===== src/rtl/msgid_pkg.sv =====
// Shared types and constants for the message id set table.
// Used by every module of the block; depends on nothing.
package msgid_pkg;

  localparam int unsigned IdW    = 32;
  localparam int unsigned QDepth = 2;
  localparam int unsigned QPtrW  = $clog2(QDepth);
  localparam int unsigned QCntW  = $clog2(QDepth + 1);

  typedef enum logic [1:0] {
    ACT_INSERT = 2'd0,
    ACT_REMOVE = 2'd1,
    ACT_QUERY  = 2'd2,
    ACT_CLEAR  = 2'd3
  } action_e;

  typedef enum logic [1:0] {
    ST_OK        = 2'd0,
    ST_EMPTY     = 2'd1,
    ST_NOT_FOUND = 2'd2,
    ST_FULL      = 2'd3
  } status_e;

  typedef struct packed {
    action_e          op;
    logic [IdW-1:0]   key;
  } cmd_t;

  typedef struct packed {
    logic    found;
    logic    is_empty;
    status_e status;
  } result_t;

endpackage


===== src/rtl/msgid_fifo.sv =====
// Small two-entry word queue used between the parts of the block.
// Depends on msgid_pkg for the queue depth.
module msgid_fifo #(
  parameter int unsigned Width = 8
) (
  input  logic             clk_i,
  input  logic             rst_ni,
  input  logic             wr_valid_i,
  input  logic [Width-1:0] wr_data_i,
  output logic             full_o,
  input  logic             rd_ready_i,
  output logic [Width-1:0] rd_data_o,
  output logic             empty_o
);
  import msgid_pkg::*;

  logic [Width-1:0] mem_q [QDepth];
  logic [QPtrW-1:0] wr_ptr_q, wr_ptr_d;
  logic [QPtrW-1:0] rd_ptr_q, rd_ptr_d;
  logic [QCntW-1:0] count_q, count_d;
  logic             do_wr, do_rd;

  assign full_o    = (count_q == QCntW'(QDepth));
  assign empty_o   = (count_q == '0);
  assign rd_data_o = mem_q[rd_ptr_q];
  assign do_wr     = wr_valid_i && !full_o;
  assign do_rd     = rd_ready_i && !empty_o;

  always_comb begin
    wr_ptr_d = wr_ptr_q;
    rd_ptr_d = rd_ptr_q;
    count_d  = count_q;
    if (do_wr) begin
      wr_ptr_d = (wr_ptr_q == QPtrW'(QDepth - 1)) ? '0 : wr_ptr_q + QPtrW'(1);
    end
    if (do_rd) begin
      rd_ptr_d = (rd_ptr_q == QPtrW'(QDepth - 1)) ? '0 : rd_ptr_q + QPtrW'(1);
    end
    if (do_wr && !do_rd) begin
      count_d = count_q + QCntW'(1);
    end else if (do_rd && !do_wr) begin
      count_d = count_q - QCntW'(1);
    end
  end

  always_ff @(posedge clk_i or negedge rst_ni) begin
    if (!rst_ni) begin
      wr_ptr_q <= '0;
      rd_ptr_q <= '0;
      count_q  <= '0;
    end else begin
      wr_ptr_q <= wr_ptr_d;
      rd_ptr_q <= rd_ptr_d;
      count_q  <= count_d;
    end
  end

  always_ff @(posedge clk_i) begin
    if (do_wr) begin
      mem_q[wr_ptr_q] <= wr_data_i;
    end
  end

endmodule


===== src/rtl/msgid_front.sv =====
// Front end: accepts input words, decodes the action and queues commands.
// Depends on msgid_pkg and msgid_fifo.
module msgid_front (
  input  logic                       clk_i,
  input  logic                       rst_ni,
  input  logic                       push,
  output logic                       full,
  input  logic [1:0]                 action_i,
  input  logic signed [31:0]         msg_id_i,
  input  logic                       cmd_pop_i,
  output msgid_pkg::cmd_t            cmd_o,
  output logic                       cmd_empty_o
);
  import msgid_pkg::*;

  cmd_t cmd_in;

  // Ids are compared as raw bit patterns, so the sign is dropped here.
  always_comb begin
    cmd_in.op  = action_e'(action_i);
    cmd_in.key = $unsigned(msg_id_i);
  end

  msgid_fifo #(
    .Width($bits(cmd_t))
  ) u_cmd_q (
    .clk_i      (clk_i),
    .rst_ni     (rst_ni),
    .wr_valid_i (push),
    .wr_data_i  (cmd_in),
    .full_o     (full),
    .rd_ready_i (cmd_pop_i),
    .rd_data_o  (cmd_o),
    .empty_o    (cmd_empty_o)
  );

endmodule


===== src/rtl/msgid_back.sv =====
// Back end: the id table with parallel compare, executes one command per cycle
// when not stalled and queues its result. Depends on msgid_pkg and msgid_fifo.
module msgid_back #(
  parameter int unsigned Capacity = 16
) (
  input  logic                clk_i,
  input  logic                rst_ni,
  input  msgid_pkg::cmd_t     cmd_i,
  input  logic                cmd_empty_i,
  output logic                cmd_pop_o,
  input  logic                pop,
  output logic                empty,
  output msgid_pkg::result_t  res_o
);
  import msgid_pkg::*;

  logic [IdW-1:0]      ids_q [Capacity];
  logic [Capacity-1:0] valid_q, valid_d;
  logic [Capacity-1:0] hit, hit_first, free, free_first;
  logic                go, res_full, tbl_full, tbl_any;
  result_t             res_d;

  assign go        = !cmd_empty_i && !res_full;
  assign cmd_pop_o = go;

  always_comb begin
    for (int i = 0; i < Capacity; i++) begin
      hit[i] = valid_q[i] && (ids_q[i] == cmd_i.key);
    end
  end

  // Lowest set bit of each vector selects the entry to touch.
  assign free       = ~valid_q;
  assign free_first = free & (~free + Capacity'(1));
  assign hit_first  = hit & (~hit + Capacity'(1));
  assign tbl_full   = &valid_q;
  assign tbl_any    = |valid_q;

  always_comb begin
    valid_d        = valid_q;
    res_d.found    = 1'b0;
    res_d.status   = ST_OK;
    case (cmd_i.op)
      ACT_INSERT: begin
        if (tbl_full) begin
          res_d.status = ST_FULL;
        end else begin
          valid_d = valid_q | free_first;
        end
      end
      ACT_REMOVE: begin
        if (!tbl_any) begin
          res_d.status = ST_EMPTY;
        end else if (!(|hit)) begin
          res_d.status = ST_NOT_FOUND;
        end else begin
          valid_d = valid_q & ~hit_first;
        end
      end
      ACT_QUERY: begin
        res_d.found = |hit;
      end
      ACT_CLEAR: begin
        valid_d = '0;
      end
      default: begin
        valid_d = valid_q;
      end
    endcase
    res_d.is_empty = ~(|valid_d);
  end

  always_ff @(posedge clk_i or negedge rst_ni) begin
    if (!rst_ni) begin
      valid_q <= '0;
    end else if (go) begin
      valid_q <= valid_d;
    end
  end

  always_ff @(posedge clk_i) begin
    for (int i = 0; i < Capacity; i++) begin
      if (go && (cmd_i.op == ACT_INSERT) && free_first[i]) begin
        ids_q[i] <= cmd_i.key;
      end
    end
  end

  msgid_fifo #(
    .Width($bits(result_t))
  ) u_res_q (
    .clk_i      (clk_i),
    .rst_ni     (rst_ni),
    .wr_valid_i (go),
    .wr_data_i  (res_d),
    .full_o     (res_full),
    .rd_ready_i (pop),
    .rd_data_o  (res_o),
    .empty_o    (empty)
  );

`ifndef NO_ASSERTIONS
  a_clear_empties: assert property (@(posedge clk_i) disable iff (!rst_ni)
    go && (cmd_i.op == ACT_CLEAR) |=> (valid_q == '0))
    else $error("table not empty after clear");

  a_insert_adds_one: assert property (@(posedge clk_i) disable iff (!rst_ni)
    go && (cmd_i.op == ACT_INSERT) && !tbl_full |=>
      ($countones(valid_q) == $countones($past(valid_q)) + 1))
    else $error("insert did not add exactly one entry");

  a_full_insert_keeps: assert property (@(posedge clk_i) disable iff (!rst_ni)
    go && (cmd_i.op == ACT_INSERT) && tbl_full |=> $stable(valid_q))
    else $error("insert into full table changed it");

  a_remove_drops_one: assert property (@(posedge clk_i) disable iff (!rst_ni)
    go && (cmd_i.op == ACT_REMOVE) && (|hit) |=>
      ($countones(valid_q) + 1 == $countones($past(valid_q))))
    else $error("remove did not drop exactly one entry");
`endif

endmodule


===== src/rtl/message_id_set_table.sv =====
// Top level of the message id set table: a multiset of ids in a small CAM.
// Depends on msgid_pkg, msgid_front and msgid_back.
//
//   channel   direction  handshake        fields
//   command   in         push / full      action_i, msg_id_i
//   result    out        pop / empty      found_o, is_empty_o, status_o
//
// One word per cycle is sustained while neither side stalls; the table's
// combinational compare over all entries in the back end sets that figure.
// A result reaches the result ports once its command has left the command
// queue and the back end has written it into the result queue to be popped.
// Reset empties the table at once through its valid bits.
// Either side may stall; each two-word queue absorbs it separately.
module message_id_set_table #(
  parameter int unsigned CAPACITY = 16
) (
  input  logic               clk_i,
  input  logic               rst_ni,
  input  logic               push,
  output logic               full,
  input  logic [1:0]         action_i,
  input  logic signed [31:0] msg_id_i,
  input  logic               pop,
  output logic               empty,
  output logic               found_o,
  output logic               is_empty_o,
  output logic [1:0]         status_o
);
  import msgid_pkg::*;

  cmd_t    cmd;
  logic    cmd_empty, cmd_pop;
  result_t res;

  msgid_front u_front (
    .clk_i       (clk_i),
    .rst_ni      (rst_ni),
    .push        (push),
    .full        (full),
    .action_i    (action_i),
    .msg_id_i    (msg_id_i),
    .cmd_pop_i   (cmd_pop),
    .cmd_o       (cmd),
    .cmd_empty_o (cmd_empty)
  );

  msgid_back #(
    .Capacity(CAPACITY)
  ) u_back (
    .clk_i       (clk_i),
    .rst_ni      (rst_ni),
    .cmd_i       (cmd),
    .cmd_empty_i (cmd_empty),
    .cmd_pop_o   (cmd_pop),
    .pop         (pop),
    .empty       (empty),
    .res_o       (res)
  );

  assign found_o    = res.found;
  assign is_empty_o = res.is_empty;
  assign status_o   = res.status;

endmodule


===== config.mk =====
export PLATFORM = sky130hd
export DESIGN_NAME = message_id_set_table
export DESIGN_NICKNAME = d
export VERILOG_FILES = /design/src/rtl/msgid_pkg.sv /design/src/rtl/msgid_fifo.sv /design/src/rtl/msgid_front.sv /design/src/rtl/msgid_back.sv /design/src/rtl/message_id_set_table.sv
export SDC_FILE = /design/constraint.sdc
export NUM_CORES = 1
export LEC_CHECK = 0
export BUFFER_PORTS_ARGS = -buffer_cell sky130_fd_sc_hd__clkbuf_2
export CAP_MARGIN = 10
export CORE_MARGIN = 2
export CORE_UTILIZATION = 35
export DETAILED_ROUTE_END_ITERATION = 6
export PLACE_DENSITY = 0.57
export SLEW_MARGIN = 5
export SYNTH_ARGS = -nofsm -noshare
export SYNTH_HDL_FRONTEND = slang
export SYNTH_SLANG_ARGS = --single-unit

===== constraint.sdc =====
create_clock -name clk_i -period 11.5 [get_ports clk_i]
set_clock_uncertainty 0.1 [all_clocks]
set_input_delay 1.725 -clock clk_i [delete_from_list [all_inputs] [get_ports clk_i]]
set_output_delay 1.725 -clock clk_i [all_outputs]
set_load 0.1 [all_outputs]

Word-level counts from Yosys, hierarchy flattened --
Memories as Yosys holds them, arrays and structs flattened. Cells that the tools add are included.
Storage, ports and cells: register bits 24, RAM bits 588, bits of input ports 38, output and inout bits 6, word-level logic and storage cells 222, memories 3
Memory list:
- u_back.ids_q | words 16, width 32, rd ports 16, clocked after memory_dff 0, write ports 1, line msgid_back.sv:17 | logic [IdW-1:0] ids_q [Capacity];
- u_front.u_cmd_q.mem_q | words 2, width 34, rd ports 1, clocked after memory_dff 0, write ports 1, line msgid_fifo.sv:17 | logic [Width-1:0] mem_q [QDepth];
- u_back.u_res_q.mem_q | words 2, width 4, rd ports 1, clocked after memory_dff 0, write ports 1, line msgid_fifo.sv:17
Operators by class: add/subtract/negate cells 10, equality and inequality tests 21, multiplexer cells 98, bitwise operators 9, reduce and logical (&&, ||, !) cells 74
Operator list (count):
- $eq 32x32->1 | 16
- $mux 32 | 15
- $reduce_or 32->1 | 15
- $not 16->16 | 4
- $mux 4 | 15
- $mux 1 | 56
- $and 16x16->16 | 3
- $mux 16 | 3
- $pmux 16 s3 | 1
- $reduce_or 16->1 | 3
- $logic_and 1x1->1 | 42
- $add 16x1->16 const B | 2
- $or 16x16->16 | 1
- $reduce_and 16->1 | 1
- $mux 2 | 7
- $eq 2x2->1 const B | 4
- $logic_not 1->1 | 8
- $logic_not 2->1 | 3
- $add 1x1->1 const B | 4
- $add 2x1->2 const B | 2
- $pmux 2 s2 | 1
- $reduce_bool 2->1 | 2
- $sub 2x1->2 const B | 2
- $eq 2x1->1 const B | 1
- $not 1->1 | 1

Logic depth before layout (Yosys ltp) --
Gate-level depths: netlist (run 1).
depth in word-level cells 23, mapped depth 14, depth with buffers taken out 11

By module --
Synthesis (run 1) repeated with hierarchy kept, for this count alone.
Unflattened totals: cell total of the unflattened synthesis 1656, area total of the unflattened synthesis 26527.9 sq um
Modules (own cells, without submodules):
- msgid_back | instances 1, cells an instance 1500, area each 23244.8 sq um, sequential area each 15775.1 sq um
- msgid_fifo (u_front.u_cmd_q) | instances 1, cells an instance 125, area each 2801.4 sq um, sequential area each 2142.1 sq um
- msgid_fifo (u_back.u_res_q) | instances 1, cells an instance 31, area each 481.7 sq um, sequential area each 340.3 sq um

Worst setup path before layout (run 1) --
OpenSTA, ideal clock, no wires.
path kind flip-flop to flip-flop, from register u_front.u_cmd_q.rd_ptr_q, to memory u_back.ids_q[14][0] (enable), setup time 0.502 ns, arrival time 4.793 ns, data required time 10.898 ns, setup slack 6.105 ns, cell stages (with the launch flop) 9, path buffers 3, period minus slack after synthesis 5.395 ns, cell sequence dfrtp_1 -> buf_12 -> buf_12 -> mux2i_1 -> clkbuf_1 -> nand4_1 -> nor2_1 -> nand2_1 -> nor4_1
Between the ends: word-level cells in the longest chain between the ends 22, elaborated cells between the ends (all ways) 96, classes of those cells mux: 62; reduce/logical: 33; memory: 1
Ends and longest elaborated chain:
- start: declaration | line msgid_fifo.sv:19 | logic [QPtrW-1:0] rd_ptr_q, rd_ptr_d;
- start signal: assignment | line msgid_fifo.sv:53 | rd_ptr_q <= rd_ptr_d;
- $mem_v2 2x34 (*)
- $logic_not 2->1 (*) | line msgid_back.sv:83 | if (go && (cmd_i.op == ACT_INSERT) && free_first[i]) begin
- $logic_and 1x1->1 (*) | line msgid_back.sv:83
- $logic_and 1x1->1 | line msgid_back.sv:83
- $mux 1 | line msgid_back.sv:83
- $mux 1 (implied by the code) | line msgid_back.sv:84 | ids_q[i] <= cmd_i.key;
- $reduce_or 32->1 (no source line)
- $mux 4 (no source line) or $mux 1 (tied branches) (15 in a row)
- end: declaration | line msgid_back.sv:17
Every way passes the cells marked *; elsewhere a longest branch is shown, timed or not.

==> impl_metrics.env, run 1 <==
export IMPL_status="finished clean"
export IMPL_utilization_pct=40.4
export IMPL_vias_per_cell=5.28
export IMPL_ios=44
export IMPL_place_area_sq_um=27900
export IMPL_hold_worst_slack_ns=0.411
export IMPL_critPathMaxStageDelay_ns=1.08
export IMPL_ys_flop_type="edfxtp_1"
export IMPL_dp_hpwl_um=45300
export IMPL_path_clk_slew_ns=0.06
export IMPL_wl_um=76500
export IMPL_mostFrequentLayoutCells="edfxtp_1, xnor2_1, nor4_1, clkbuf_16, inv_1"
export IMPL_cp_data_arrival_time_ns=6.52
export IMPL_finalHoldViolCount=0
export IMPL_root_buffer="clkbuf_16"
export IMPL_postSynthAreaPerCell_sq_um=16.2
export IMPL_synth_top_area_cell="edfxtp_1"
export IMPL_fmax_mhz=162
export IMPL_final_common_cell="edfxtp_1"
export IMPL_cp_max_fo=20
export IMPL_startpoint_type="flip-flop"
export IMPL_worstMarginPinSlew_ns=1.20
export IMPL_ant_nets=0
export IMPL_drc=0
export IMPL_synth_edf_count=588
export IMPL_port_buffers=43
export IMPL_crit_chain="buf_4 -> mux2i_4 -> xnor2_1 -> nor4_1 -> nand4_1 -> nor2_1 -> a2111oi_4 -> nand4_1 -> a41o_1 -> o221a_2 -> nor4b_1 -> and4_1"
export IMPL_syn_num_nets=1676
export IMPL_synth_top_area_share_pct=66.6
export IMPL_post_cts_buffers=0
export IMPL_htree_levels=3
export IMPL_ys_seq_area_share_pct=68.8
export IMPL_fin_tns_setup_ns=0
export IMPL_crit_top_cell="nand4_1"
export IMPL_p_per_area_nw_per_um2=257
export IMPL_ir_drop_v=0.000169
export IMPL_dr_pass1_iters=7
export IMPL_grt_overflow=0
export IMPL_initial_core_util_pct=35.5
export IMPL_worst_setup_path_end_kind="flip-flop"
export IMPL_grt_max_degree=35
export IMPL_min_period_ns=6.16
export IMPL_insertion_delay_ns=0.60
export IMPL_place_gp_congestion=0.899
export IMPL_fp_dieH_um=279
export IMPL_synthTopCellsByArea="edfxtp_1, xnor2_1, nor4_1"
export IMPL_cap_violations=0
export IMPL_antenna_found_initial=1
export IMPL_setup_violations=0
export IMPL_worst_endpoint_required_ns=11.86
export IMPL_maxSlewHeadroom_pct=18.1
export IMPL_via_count=14600
export IMPL_core_region_area_sq_um=74700
export IMPL_synth_seq_cells=612
export IMPL_cts_hold_buffers_added=0
export IMPL_row_count=100
export IMPL_wl_per_cell_um=27.6
export IMPL_die_area_sq_um=78000
export IMPL_cts_sinks=612
export IMPL_layout_drive_gt1_share_pct=14.2
export IMPL_synth_warnings=0
export IMPL_dp_slack_ns=5.38
export IMPL_nets=1793
export IMPL_period_share_pct=53.6
export IMPL_cts_max_path_buffers=3
export IMPL_cts_resized=0
export IMPL_grt_pass1_wl_um=109000
export IMPL_cts_made_buffers=68
export IMPL_grt_usage_pct=19.8
export IMPL_synth_distinct_cells=63
export IMPL_power_leakage_uw=0.00907
export IMPL_syn_area_sq_um=26500
export IMPL_slew_violations=0
export IMPL_syn_inst=1636
export IMPL_postLayoutSetupSlackWorst_ns=5.34
export IMPL_hold_class="flip-flop to flip-flop"
export IMPL_cts_tree="yes"
export IMPL_worst_setup_path_type="flip-flop to flip-flop"
export IMPL_grt_pass1_vias=14200
export IMPL_async_reset_ff_share_pct=3.92
export IMPL_syn_to_final_growth_pct=13.7
export IMPL_cpMaxStageDelayCell="mux2i_4"
export IMPL_final_area_sq_um=30200
export IMPL_rsz0062_at_grt="no"
export IMPL_drt_iter0_markers=1395
export IMPL_fp_dieW_um=279
cell usage after synthesis (2+ instances only):
library cell / n
edfxtp_1: 588
xnor2_1: 517
nor4_1: 136
inv_1: 54
nand4_1: 36
nor2_1: 36
mux2i_4: 32
nand2_1: 30
dfrtp_1: 24
nor3_1: 22
buf_6: 20
o21ai_0: 14
a21oi_1: 9
buf_2: 8
mux2_2: 8
nand3_1: 8
clkbuf_1: 7
buf_12: 5
a22oi_1: 4
and3_1: 4
buf_8: 4
nor3_2: 4
o31ai_1: 4
xor2_1: 4
a211oi_1: 3
a32o_1: 3
a41oi_1: 3
and4_1: 3
or3_1: 3
a2111oi_2: 2
a22o_1: 2
a31oi_1: 2
and2_1: 2
ha_1: 2
mux2i_1: 2
nand2b_1: 2
o211ai_1: 2
o221a_2: 2
critical path, delay by kind of cell, from the launching register on:
| kind | cells | cell delay (ns) |
|---|---|---|
| simple gates | 6 | 2.58 |
| mux | 1 | 1.08 |
| flops | 1 | 0.76 |
| buf+inv | 1 | 0.66 |
| compound gates | 3 | 0.57 |
| xor+xnor | 1 | 0.14 |
state kept, by name, summed over array words and instances, names as in the netlist:
register / flops
u_front.u_cmd_q.rd_ptr_q: 1
u_back.u_res_q.rd_ptr_q: 1
u_back.u_res_q.mem_q: 8
u_back.u_res_q.wr_ptr_q: 1
u_front.u_cmd_q.mem_q: 68
u_front.u_cmd_q.count_q: 2
u_back.valid_q: 16
u_back.u_res_q.count_q: 2
u_back.ids_q: 512
u_front.u_cmd_q.wr_ptr_q: 1
path summary, 6_finish.rpt:
path	from	endpoint	slack, ns	cells past startpoint
worst min-delay path	u_front.u_cmd_q.count_q[1]	u_front.u_cmd_q.count_q[1]	0.41	1
worst max-delay path	u_front.u_cmd_q.rd_ptr_q	u_back.u_res_q.mem_q[1][2]	5.34	12
worst min register to register	u_front.u_cmd_q.count_q[1]	u_front.u_cmd_q.count_q[1]	0.41	1
min in group asynchronous	rst_ni	u_back.valid_q[1]	1.06	1
worst max register to register	u_front.u_cmd_q.rd_ptr_q	u_back.u_res_q.mem_q[1][2]	5.34	12
max in group asynchronous	rst_ni	u_front.u_cmd_q.rd_ptr_q	9.73	1
metrics by stage:
step           total power (uW)  instances
4_1_cts                    7790       2767
5_1_grt                    8030       2771
2_1_floorplan              4770       1636
3_3_place_gp               5680       2648
3_5_place_dp               5690       2648
6_report                   7740       2774
report_power, final:
part           switching, uW  internal, uW  total (uW)
Clock                    871          1220        2090
Combinational           1810           851        2660
Sequential               117          2870        2980
Total                   2800          4940        7740
routing by layer:
layer / wire length [um] / GRT usage (%) / vias up
met3: 5100 / 3.32 / 114
li1: - / - / 6323
met5: 0 / 0 / -
met1: 32700 / 27.2 / 7628
met4: 2300 / 6.04 / 0
met2: 36300 / 32.1 / 573
kinds of logic after synthesis:
logic type	count (synthesis)	share of synthesized area [%]
flops	612	68.8
xor+xnor	522	17.3
simple gates	292	6.25
buf+inv	100	2.49
compound gates	66	1.95
mux	42	3.13
fa+ha+maj	2	0.0943
layout make-up:
cell class | instances | area, sq um
repair buffers | 92 | 641
clock inverters | 33 | 278
inverters | 55 | 206
clock buffers | 86 | 1840
well taps | 969 | 1210
fillers | 6760 | 44500
diodes | 3 | 7.51
multi-input cells | 924 | 7710
flip-flops and latches | 612 | 18300
Note: power is estimated with default switching activity, not from simulation.
==> run 2: changes to the inputs <==
==> constraint.sdc (replaced) <==
create_clock -name clk_i -period 6.45 [get_ports clk_i]
set_clock_uncertainty 0.1 [all_clocks]
set_input_delay 0.9675 -clock clk_i [delete_from_list [all_inputs] [get_ports clk_i]]
set_output_delay 0.9675 -clock clk_i [all_outputs]
set_load 0.1 [all_outputs]
==> run 2 against run 1 <==
First-iteration DRC count rose by 18%. Via count rose by 0.41%. Worst setup slack lost 4.4 ns. Critical path depth grew 1. Register-to-register slack worse by 4.4 ns. Routed wire length is 4.7% higher. Final area grew 0.56%. Sequential share of layout area is 0.34 points lower. Utilization rose by 0.23 points. Critical endpoint unchanged. Largest cell class unchanged. Largest power group unchanged.
==> impl_metrics.env, run 2 (synthesis results as in run 1) <==
export IMPL_setup_violations=0
export IMPL_slew_violations=0
export IMPL_startpoint="u_front.u_cmd_q.rd_ptr_q"
export IMPL_worst_endpoint_required_ns=6.81
export IMPL_fmax_mhz=180
export IMPL_cp_max_fo=16
export IMPL_cp_data_arrival_time_ns=5.92
export IMPL_crit_chain="buf_12 -> mux2i_4 -> buf_4 -> xnor2_1 -> nor4_1 -> nand4_1 -> nor3_1 -> a2111oi_2 -> nand4_1 -> a221oi_1 -> o2111ai_1 -> nor4b_1 -> and4_1"
export IMPL_crit_buf_inv=2
export IMPL_vias_per_cell=5.25
export IMPL_initial_core_util_pct=35.5
export IMPL_drt_iter0_markers=1643
export IMPL_dr_pass1_iters=5
export IMPL_use_met3_pct=3.42
export IMPL_final_common_cell="edfxtp_1"
export IMPL_fp_dieH_um=279
export IMPL_hold_class="input pin to asynchronous set/reset pin"
export IMPL_final_area_sq_um=30300
export IMPL_row_count=100
export IMPL_rsz0062_at_grt="no"
export IMPL_worstMarginPinSlew_ns=1.28
export IMPL_core_region_area_sq_um=74700
export IMPL_maxSlewHeadroom_pct=14.6
export IMPL_power_uw=13900
export IMPL_rrSetupSlack_ns=0.89
export IMPL_gr_max_usage_layer="met2"
export IMPL_startpoint_type="flip-flop"
export IMPL_seq_power_share_pct=38.3
export IMPL_place_gp_congestion=0.883
export IMPL_grt_overflow=0
export IMPL_reg2regPathDepth=13
export IMPL_min_period_ns=5.56
export IMPL_dp_hpwl_um=51100
export IMPL_wl_um=80100
export IMPL_ant_nets=0
export IMPL_via_count=14700
export IMPL_utilization_pct=40.6
export IMPL_ios=44
export IMPL_cts_sinks=612
export IMPL_root_buffer="clkbuf_16"
export IMPL_top_regs="u_back.ids_q (512), u_front.u_cmd_q.mem_q (68), u_back.valid_q (16)"
export IMPL_switching_power_uw=5080
export IMPL_path_delay_family="simple AND/OR/NAND/NOR gates"
export IMPL_path_clk_slew_ns=0.06
export IMPL_wl_per_cell_um=28.6
export IMPL_htree_levels=3
export IMPL_dp_slack_ns=0.932
export IMPL_nets=1819
export IMPL_cap_violations=0
export IMPL_layout_drive_gt1_share_pct=15.3
export IMPL_grt_usage_pct=20.6
export IMPL_ir_drop_v=0.000224
export IMPL_port_buffers=43
export IMPL_fp_dieW_um=279
export IMPL_die_area_sq_um=78000
export IMPL_post_cts_buffers=0
export IMPL_grt_use_met2_pct=32.8
export IMPL_cpMaxStageDelayCell="mux2i_4"
export IMPL_power_leakage_uw=0.00918
export IMPL_worstSetupEndpoint="u_back.u_res_q.mem_q[1][2]"
export IMPL_period_share_pct=86.2
export IMPL_finalHoldViolCount=0
export IMPL_r2r_start="u_front.u_cmd_q.rd_ptr_q"
export IMPL_cts_made_buffers=68
export IMPL_p_per_area_nw_per_um2=459
export IMPL_fin_tns_setup_ns=0
export IMPL_power_frac_comb_pct=34.7
export IMPL_worst_setup_path_end_kind="flip-flop"
export IMPL_r2r_end="u_back.u_res_q.mem_q[1][2]"
export IMPL_grt_pass1_wl_um=112000
export IMPL_p_int_uw=8840
export IMPL_top_register="u_back.ids_q"
export IMPL_status="finished clean"
export IMPL_syn_to_final_growth_pct=14.3
export IMPL_cts_resized=0
export IMPL_largest_reg_flops=512
export IMPL_num_antenna_cells=0
export IMPL_insertion_delay_ns=0.62
export IMPL_cts_tree="yes"
export IMPL_grt_max_degree=35
export IMPL_mostFrequentLayoutCells="edfxtp_1, xnor2_1, nor4_1, buf_4, clkbuf_16"
export IMPL_postLayoutSetupSlackWorst_ns=0.890
export IMPL_drc=0
export IMPL_place_area_sq_um=28200
export IMPL_cp_depth=13
export IMPL_grt_use_met1_pct=28.7
export IMPL_cts_max_path_buffers=3
export IMPL_crit_top_cell="nand4_1"
export IMPL_worst_setup_path_type="flip-flop to flip-flop"
export IMPL_grt_pass1_vias=14600
export IMPL_critPathMaxStageDelay_ns=0.85
export IMPL_cts_hold_buffers_added=0
export IMPL_pwr_share_clk_pct=27.0
export IMPL_sw_frac_of_total_pct=36.5
export IMPL_antenna_found_initial=2
run 2: per-layer routing:
layer | up-vias | part of all wire, % | wire (um)
met5 | - | 0 | 0
met4 | 0 | 2.6 | 2070
met3 | 90 | 6.9 | 5550
met2 | 541 | 47 | 37500
met1 | 7717 | 44 | 35000
li1 | 6350 | - | -
run 2: layout make-up:
cell class	instances	area [sq um]
multi-input combinational	924	7710
tap	969	1210
clock inverter	32	323
inverter	55	206
sequential	612	18300
fill	6759	44400
timing repair buffer	118	803
clock buffer	89	1810
run 2: worst register-to-register path: cells and delay by family, from the launching register on:
family	cells	cell delay (ns)
XOR/XNOR	1	0.32
buffers and inverters	2	0.59
AO/OA/AOI/OAI	3	1.23
flip-flops	1	0.78
AND/OR/NAND/NOR	6	1.51
multiplexers	1	0.86
run 2: how the worst min path moves through the flow:
stage	from	endpoint	cells past startpoint
after floorplan	u_front.u_cmd_q.wr_ptr_q	u_front.u_cmd_q.wr_ptr_q	1
after detailed placement	u_front.u_cmd_q.count_q[1]	u_front.u_cmd_q.count_q[1]	1
final	rst_ni	u_front.u_cmd_q.count_q[0]	1
after global placement	u_front.u_cmd_q.count_q[1]	u_front.u_cmd_q.count_q[1]	1
after global routing	rst_ni	u_front.u_cmd_q.wr_ptr_q	1
after CTS	rst_ni	u_front.u_cmd_q.count_q[0]	1
run 2: stage by stage:
step                hold WS, ns  instances
floorplan                 0.361       1636
global placement          0.400       2678
detailed placement        0.414       2678
CTS                       0.295       2799
global route              0.327       2799
finish                    0.310       2799
run 2: power by group through the flow:
stage	Combinational, uW	Sequential, uW	Clock (uW)
6_report	4820	5330	3760
5_1_grt	5090	5350	3990
4_1_cts	4870	5330	3820
3_5_place_dp	4850	5410	0
3_3_place_gp	4830	5400	0
2_1_floorplan	3210	5290	0
